**config.mk**
```make
export PLATFORM = sky130hd
export DESIGN_NAME = lwfc_ram
export DESIGN_NICKNAME = d
export VERILOG_FILES = /design/src/rtl/core/lwfc_ram.sv
export SDC_FILE = /design/constraint.sdc
export NUM_CORES = 1
export LEC_CHECK = 0
export BUFFER_PORTS_ARGS = -buffer_cell sky130_fd_sc_hd__buf_2
export CAP_MARGIN = 20
export CORE_ASPECT_RATIO = 0.5
export CORE_MARGIN = 1
export CORE_UTILIZATION = 26
export DETAILED_ROUTE_END_ITERATION = 12
export GPL_TIMING_DRIVEN = 0
export PLACE_DENSITY_LB_ADDON = 0.25
export SLEW_MARGIN = 30
export SYNTH_ARGS = -nofsm -noshare
export SYNTH_HDL_FRONTEND = slang
export SYNTH_SLANG_ARGS = --single-unit
```
**constraint.sdc**
```tcl
create_clock -name clk -period 3.1 [get_ports clk]
set_input_delay 0.465 -clock clk [delete_from_list [all_inputs] [get_ports clk]]
set_output_delay 0.465 -clock clk [all_outputs]
set_load 0.05 [all_outputs]
```
**src/rtl/core/lwfc_ram.sv**
```systemverilog
module lwfc_ram #(
	parameter int WIDTH = 8,
	parameter int DEPTH = 32
) (
	input  logic                     clk,
	input  logic                     we,
	input  logic [$clog2(DEPTH)-1:0] waddr,
	input  logic [WIDTH-1:0]         wdata,
	input  logic                     re,
	input  logic [$clog2(DEPTH)-1:0] raddr,
	output logic [WIDTH-1:0]         rdata
);

	logic [WIDTH-1:0] mem [DEPTH];

	always_ff @(posedge clk) begin
		if (we) begin
			mem[waddr] <= wdata;
		end
		// read data holds until the next enabled read
		if (re) begin
			rdata <= mem[raddr];
		end
	end

endmodule

```
# Word level (Yosys, flattened, before mapping)
# Memories as Yosys holds them, arrays and structs flattened. A register that Yosys moved wholly into a read port is not among the register bits.
# Index checks and enable logic that the tools add are counted.
[word_totals] register_bits=0 latch_bits=0 mem_bits_rw=256 rom_bits=0 inputBits=21 output_inout_bits=8 word_cells=3 mem_count=1
[classes] add_sub_neg=0 n_mul=0 div_mod_pow=0 n_lt_le_gt_ge=0 n_eq_ne=0 shift=0 muxes=2 n_bitwise=0 reduce_logical=0
[memory_table] memory="mem" depth=32 width=8 read_ports=1 rd_clocked_by_memory_dff=1 wr=1 line="14" source="logic [WIDTH-1:0] mem [DEPTH];"
[op_table] op="$mux W1" count=2

# Depth between registers and ports, before layout
# Gate-level depths: netlist of the first run.
[depth] depth_word=2 ltp_mapped=5 depth_no_buf=3

# Least setup slack after synthesis of the first run
# Ideal clock, no wire load.
[synth_path] path_kind="input port to flip-flop" start="input port raddr[2]" end="register rdata[0] (read register of mem), data pin" setup_time_ns=0.260 arrival_time_ns=2.147 t_required_ns=2.840 setup_slack_ns=0.693 path_stages=5 path_buffers=2 path_cell_list="clkbuf_1 -> clkbuf_1 -> mux4_2 -> mux4_2 -> mux2_2"
[synth_lines] element="start, declared" line="10" source="input logic [$clog2(DEPTH)-1:0] raddr,"
[synth_lines] element="end, declared" line="11" source="output logic [WIDTH-1:0] rdata"

==> flow_summary.ini, run 1 <==
[clocking]
cts_setup_buffers = 0
hold_buffers = 0
cts_tree = done
cts_buffer_depth = 3
clock_sinks = 264
root_buffer = clkbuf_16
clock_latency_ns = 0.52
clk_pin_slew_ns = 0.06
cts_buffers = 27
h-tree-depth = 1
post_cts_resize_count = 0

[timing]
holdWs_ns = 0.315
setup_viol = 0
fmax_ghz = 0.363
slew_headroom_pct = 38.2
finClkSkew_ns = 0.0134
rsz0062_at_grt = false
finalCriticalPeriod_ns = 2.75
min_period_over_period_pct = 88.9
final.setup.worst_slack_ns = 0.345
slew_viol_final = 0
hold_violations = 0
worst_pin_slew_ns = 0.923

[pwr]
max-vdd-ir-drop_uv = 290
power_density_nw_per_um2 = 641
leakage_nw = 3.53

[min_path]
hold_path_class = in -> reg

[logic_synthesis]
synth_nets = 438
synth_compound_area_share_pct = 0
synth_top_family_by_area = multiplexers
synth.distinct_cells = 14
avgSynthCellArea_sq_um = 24.3
yosys.area_share.simple_pct = 2.05
ys_seq_area_share_pct = 78.2
synthAdderAreaFrac_pct = 0
synth_xor_area_share_pct = 0
muxShareOfSynthArea_pct = 18.7
synthesis.instances = 417
ys_ff_latch = 264
yosys_warnings = 0
syn_area_sq_um = 10100

[grt]
grt_remaining_overflow = 0
grt_max_degree = 33
first_global_vias = 4697
antenna_found_initial = 0
grt.total_usage_pct = 11.7
grt_pass1_wl_um = 32900

[route]
drtAntennaViolNets = 0
vias = 4434
wl_um = 22700
detail_route.iter0.violations = 379
wl_per_cell_um = 22.6
dr.pass1.iters = 4
viasPerCell = 4.41
drc_errors = 0

[run]
cap_violations = 0

[floorplanning]
fp.coreArea_sq_um = 37900
fp-row-count = 50
die-height_um = 142
die_x_um = 281
dieArea_sq_um = 39800
io_pins = 29
initial_utilization_pct = 26.7

[final_layout]
final_cell_count_no_fill = 1005
drive_gt1_share_pct = 32.8
final_nets = 490
fillCellCount = 3675
synthToLayoutAreaGrowth_pct = 15.8
seq_area_sq_um = 7930
n_antenna_cell = 0
multi_input_area_sq_um = 2100

[setup_path]
cp-start-kind = primary input
end_kind = flop
arrival_ns = 3.03
crit_fanout = 10
critical_path_required_ns = 3.37
critical_path_class = in -> reg

[placement]
hpwlAfterDp_um = 14600
place_congestion = 0.765
numPortBuffers = 23
dp.cells = 960
place_ws_ns = -0.271

[outcome]
outcome = complete, no violations
## cell usage after synthesis
master / instances / share of area [%]
edfxtp_1: 264 / 78
mux4_2: 80 / 18
nor2_1: 33 / 1.2
mux2_2: 8 / 0.89
buf_1: 6 / 0.22
buf_4: 6 / 0.44
clkbuf_1: 6 / 0.22
nand3b_1: 5 / 0.37
or3b_2: 3 / 0.26
nand3_1: 2 / 0.099
buf_2: 1 / 0.049
buf_6: 1 / 0.11
nand2_1: 1 / 0.037
or3_1: 1 / 0.062
## report_power, final
part / switching, W / internal, W
combinational: 0.000265 / 0.000160
clock: 0.00128 / 0.00182
sequential: 0.0000106 / 0.00398
## sequential cells by signal, summed over array words and instances (netlist names)
name	cells
rdata	8
mem	256
## worst max-delay path: stages
cell      delay, ns
clkbuf_1       0.52
clkbuf_1       0.71
mux4_2         0.48
mux4_2         0.55
mux2_2         0.29
## metal layers
metal,track usage [%],up-vias,routed length [um]
met2,18.6,127,10500
met1,16.6,2383,10300
li1,-,1891,-
met5,0,-,0
met4,2.85,0,459
met3,2.42,33,1470
## kinds of logic (layout without fill, tap and decap cells)
family | count (synthesis) | after routing
muxes | 88 | 88
buffers and inverters | 20 | 88
and+or+nand+nor | 45 | 45
DFF | 264 | 264
## cells in the final DEF, fill, tap and decap left out
cell	n
edfxtp_1	264
mux4_2	80
nor2_1	33
clkbuf_16	27
buf_2	25
clkbuf_1	8
mux2_2	8
clkinv_1	7
buf_4	6
buf_1	5
nand3b_1	5
clkinv_2	5
or3b_2	3
bufinv_16	3
nand3_1	2
buf_6	1
nand2_1	1
or3_1	1
clkinvlp_4	1
## worst paths after layout
| path | slack [ns] | cells after the start | start | to |
|---|---|---|---|---|
| max | 0.35 | 5 | raddr[2] | rdata[7] |
| min | 0.32 | 1 | re | rdata[4] |
| max reg2reg | 1.13 | 3 | mem[29][7] | rdata[7] |
| min reg2reg | 0.98 | 3 | mem[18][2] | rdata[2] |
## stage by stage
step	setup TNS (ns)	power (W)	cell area (sq um)	util, %
finish	0	0.00752	11700	30.9
global route	0	0.00774	11700	30.9
CTS	0	0.00760	11700	30.9
detailed placement	-1.78	0.00451	10900	28.8
global placement	-1.89	0.00450	10900	28.7
floorplan	0	0.00432	10100	-
## layout make-up
type | instances | area share [%]
buffer | 20 | 0.917
clock buffer | 29 | 5.82
clock inverter | 16 | 1.27
multi-input combinational | 133 | 17.9
sequential | 264 | 67.6
tap | 520 | 5.55
timing repair buffer | 23 | 0.981
Power figures use the tool's default switching activity.
==> run 2, diff against run 1 <==
==> constraint.sdc (replaced) <==
create_clock -name clk -period 2.35 [get_ports clk]
set_input_delay 0.3525 -clock clk [delete_from_list [all_inputs] [get_ports clk]]
set_output_delay 0.3525 -clock clk [all_outputs]
set_load 0.05 [all_outputs]
==> run 2 against run 1 <==
Effect of this change:
- register-to-register slack lost 0.75 ns
- count of clock-buffer cells in the layout is the same
- worst setup slack lost 0.13 ns
- combinational power grew 32%
- final cell count is the same
- routed wire length is essentially flat
==> flow_summary.ini, run 2 (synthesis results as in run 1) <==
[setup_path]
end_kind = flop
cp_common_cell = mux4_2
critical_path_class = in -> reg
crit_fanout = 10
crit_chain = clkbuf_2, clkdlybuf4s15_2, mux4_2, mux4_2, mux2_2
worst_r2r_path_depth = 3
crit_slowest_cell = clkdlybuf4s15_2
arrival_ns = 2.39
cp-start-kind = primary input
r2r_slack_ns = 0.38
worst_path_largest_cell_delay_ns = 0.51
critical_path_required_ns = 2.61

[route]
viasPerCell = 4.41
wl_um = 22700
drc_errors = 0
drtAntennaViolNets = 0
wl_per_cell_um = 22.6
vias = 4435
dr.pass1.iters = 4
detail_route.iter0.violations = 380

[pwr]
p_sw_w = 0.00205
combPwrFrac_pct = 5.7
max-vdd-ir-drop_uv = 381
internal-power_w = 0.00787
swShare_pct = 20.6
clkPwrFrac_pct = 41.2
leakage_nw = 3.55
seqPwrFrac_pct = 53.2
power_density_nw_per_um2 = 844

[run]
cap_violations = 0

[floorplanning]
fp.coreArea_sq_um = 37900
fp-row-count = 50
dieArea_sq_um = 39800
initial_utilization_pct = 26.7
die-height_um = 142
io_pins = 29
die_x_um = 281

[clocking]
clock_sinks = 264
clock_latency_ns = 0.52
h-tree-depth = 1
cts_buffer_depth = 3
cts_tree = done
cts_buffers = 27
root_buffer = clkbuf_16
clk_pin_slew_ns = 0.06
hold_buffers = 0
post_cts_resize_count = 8
cts_setup_buffers = 0

[placement]
numPortBuffers = 23
placed_area_sq_um = 10900
place_congestion = 0.765
hpwlAfterDp_um = 14600

[grt]
grt_max_degree = 33
grt.total_usage_pct = 11.7
grt_remaining_overflow = 0
first_global_vias = 4697
antenna_found_initial = 0
grt_pass1_wl_um = 32900

[final_layout]
layout_commonest_cell = edfxtp_1
largest_reg_flops = 256
layout_common_cells = 264 x edfxtp_1, 80 x mux4_2, 33 x nor2_1
fillCellCount = 3676
final_nets = 490
drive_gt1_share_pct = 34.2
n_antenna_cell = 0
reg_top3 = mem (256), rdata (8)
final_area_sq_um = 11700
top_register = mem
synthToLayoutAreaGrowth_pct = 15.9

[timing]
fmax_ghz = 0.469
slew_viol_final = 0
setup_viol = 0
slew_headroom_pct = 38.8
min_period_over_period_pct = 90.8
finalCriticalPeriod_ns = 2.13
hold_violations = 0
rsz0062_at_grt = false
finClkSkew_ns = 0.0114
fin_tns_setup_ns = 0
worst_pin_slew_ns = 0.914

[min_path]
hold_path_class = in -> reg
holdPathStages = 1

[outcome]
outcome = complete, no violations
## run 2: cell types whose count changed in the layout (fill, tap and decap cells not counted), sizes merged
cell | previous run | this run
buf | 37 | 36
clkdlybuf4s15 | 0 | 1
## run 2: worst paths after layout
path | start | endpoint
setup / recovery | raddr[2] | rdata[5]
setup reg to reg | mem[29][7] | rdata[7]
hold reg to reg | mem[18][2] | rdata[2]
hold / removal | re | rdata[4]
## run 2: layer usage
metal | share of wire (%) | track usage [%] | vias up | routed length (um)
li1 | - | - | 1892 | -
met1 | 45 | 16.6 | 2391 | 10300
met2 | 46 | 18.6 | 119 | 10500
met3 | 6.1 | 2.42 | 33 | 1390
met4 | 2.0 | 2.85 | 0 | 459
met5 | 0 | 0 | - | 0
## run 2: power by group through the flow
stage / Sequential, W / Combinational (W) / Clock, W
4_1_cts: 0.00527 / 0.000576 / 0.00418
6_report: 0.00527 / 0.000561 / 0.00408
3_3_place_gp: 0.00537 / 0.000565 / 0
5_1_grt: 0.00527 / 0.000597 / 0.00434
2_1_floorplan: 0.00542 / 0.000279 / 0
3_5_place_dp: 0.00537 / 0.000576 / 0
## run 2: final cells by class
type                       instances  area [sq um]  share of cell area, %
sequential                       264          7930                   67.5
clock inverter                    16           149                   1.27
tap                              520           651                   5.54
multi-input combinational        133          2100                   17.9
clock buffer                      29           683                   5.82
buffer                            20           123                   1.04
timing repair buffer              23           115                  0.980
## run 2: critical path: cells and delay by family
kind,cells,cell delay [ns]
buf+inv,2,0.79
mux,3,1.24
## run 2: through the flow
stage | worst slack, ns | util (%) | hold WS (ns) | power, W | std cells
3_5_place_dp | -0.909 | 28.8 | 0.743 | 0.00595 | 960
2_1_floorplan | 0.0558 | - | 0.451 | 0.00570 | 417
4_1_cts | 0.172 | 31.0 | 0.194 | 0.0100 | 1005
6_report | 0.216 | 31.0 | 0.205 | 0.00992 | 1005
5_1_grt | 0.129 | 31.0 | 0.194 | 0.0102 | 1005
3_3_place_gp | -0.921 | 28.7 | 0.738 | 0.00593 | 960
==> run 3, diff against run 2 <==
--- a/config.mk
+++ b/config.mk
@@ -8,7 +8,7 @@
 export BUFFER_PORTS_ARGS = -buffer_cell sky130_fd_sc_hd__buf_2
 export CAP_MARGIN = 20
 export CORE_ASPECT_RATIO = 0.5
-export CORE_MARGIN = 1
+export CORE_MARGIN = 2
 export CORE_UTILIZATION = 26
 export DETAILED_ROUTE_END_ITERATION = 12
 export GPL_TIMING_DRIVEN = 0
==> run 3 against run 2 <==
Effect of this change:
- via count is 1.7% higher
- fmax is 4.9% higher
- worst hold slack worse by 0.046 ns
- routed wire length is 0.93% higher
- die area is 2.1% higher
- critical path depth stayed put
==> flow_summary.ini, run 3 (synthesis results as in run 1) <==
[grt]
grt_max_degree = 33
grt_remaining_overflow = 0
first_global_vias = 4640
grt_pass1_wl_um = 32900
antenna_found_initial = 0
grt.total_usage_pct = 11.3

[final_layout]
synthToLayoutAreaGrowth_pct = 16.2
largest_reg_flops = 256
layout_commonest_cell = edfxtp_1
fillCellCount = 3750
top_register = mem
fin_util_pct = 30.4
drive_gt1_share_pct = 33.4
layout_common_cells = 264 x edfxtp_1, 80 x mux4_2, 33 x nor2_1
reg_top3 = mem (256), rdata (8)
n_antenna_cell = 0
final_nets = 491

[timing]
slew_headroom_pct = 38.8
rsz0062_at_grt = false
setup_viol = 0
fmax_ghz = 0.491
worst_pin_slew_ns = 0.915
hold_violations = 0
finalCriticalPeriod_ns = 2.03
holdWs_ns = 0.159
finClkSkew_ns = 0.0152
slew_viol_final = 0
min_period_over_period_pct = 86.6

[pwr]
power_density_nw_per_um2 = 848
leakage_nw = 3.56
max-vdd-ir-drop_uv = 429

[route]
wl_um = 22900
detail_route.iter0.violations = 386
drc_errors = 0
dr_wl_met3_um = 663
dr.pass1.iters = 4
viasPerCell = 4.43
wl_per_cell_um = 22.5
drtAntennaViolNets = 0
wl_met2_um = 10800
highest_layer = met4
vias = 4512
drt-met1-wl_um = 11000

[min_path]
hold_end = rdata[7]
hold_path_class = in -> reg
holdPathStages = 1
hold_start = re

[floorplanning]
dieArea_sq_um = 40700
die-height_um = 144
fp-row-count = 51
io_pins = 29
initial_utilization_pct = 26.2
fp.coreArea_sq_um = 38700
die_x_um = 283

[setup_path]
arrival_ns = 2.32
worst_r2r_path_depth = 3
critical_path_class = in -> reg
timing.rr.end = rdata[4]
r2r_slack_ns = 0.37
crit_chain = clkbuf_2, clkbuf_2, mux4_2, mux4_2, mux2_2
crit_fanout = 10
cp-start-kind = primary input
crit_slowest_cell = mux4_2
end_kind = flop
critical_path_required_ns = 2.64
r2r_start = mem[31][4]
worst_path_largest_cell_delay_ns = 0.55

[clocking]
cts_buffers = 28
cts_setup_buffers = 0
clock_sinks = 264
cts_tree = done
root_buffer = clkbuf_16
cts_buffer_depth = 3
clock_latency_ns = 0.53
h-tree-depth = 1
clk_pin_slew_ns = 0.06

[run]
cap_violations = 0

[placement]
place_congestion = 0.721
numPortBuffers = 23
hpwlAfterDp_um = 14500

[outcome]
outcome = complete, no violations
## run 3: critical path, delay by kind of cell
kind | cells | cell delay [ns]
buf+inv | 2 | 0.71
mux | 3 | 1.25
## run 3: cell type report
class	instances	area, sq um	area share [%]
Timing Repair Buffer	23	115	0.978
Tap cell	530	663	5.63
Clock inverter	10	93.8	0.797
Buffer	20	115	0.978
Sequential cell	264	7930	67.3
Multi-Input combinational cell	133	2100	17.8
Clock buffer	38	759	6.45
## run 3: how the worst max path moves through the flow
stage / startpoint / slack (ns) / cells past startpoint / endpoint
finish: raddr[2] / 0.32 / 5 / rdata[2]
global route: raddr[2] / 0.29 / 5 / rdata[2]
CTS: raddr[2] / 0.02 / 5 / rdata[7]
detailed placement: raddr[2] / -0.81 / 5 / rdata[7]
global placement: raddr[2] / -0.83 / 5 / rdata[7]
floorplan: raddr[2] / 0.06 / 5 / rdata[0]
## run 3: where the power goes
group	switching [W]	leakage [nW]	internal, W
Sequential	0.0000145	2.38	0.00526
Combinational	0.000351	0.757	0.000211
Clock	0.00170	0.416	0.00246
Total	0.00206	3.56	0.00792
## run 3: timing repair
item / CTS / global route
gates resized for setup: 6 / 2
endpoints found under the setup margin: 8 / 4
hold buffers: 0 / 0
gates cloned: 0 / 0
## run 3: through the flow
step           total power (W)  worst slack (ns)  TNS, ns  instance area [sq um]  cells
4_1_cts                 0.0101            0.0225        0                  11800   1018
3_5_place_dp           0.00595            -0.813    -9.14                  10900    970
3_3_place_gp           0.00594            -0.825    -9.32                  10900    970
5_1_grt                 0.0103             0.290        0                  11800   1018
2_1_floorplan          0.00570            0.0558        0                  10100    417
6_report               0.00999             0.315        0                  11800   1018
## run 3: per-layer routing
layer	vias to the layer above	GRT usage [%]
met5	-	0
met4	0	2.67
met3	32	1.41
met2	60	18.3
met1	2524	16.2
li1	1896	-
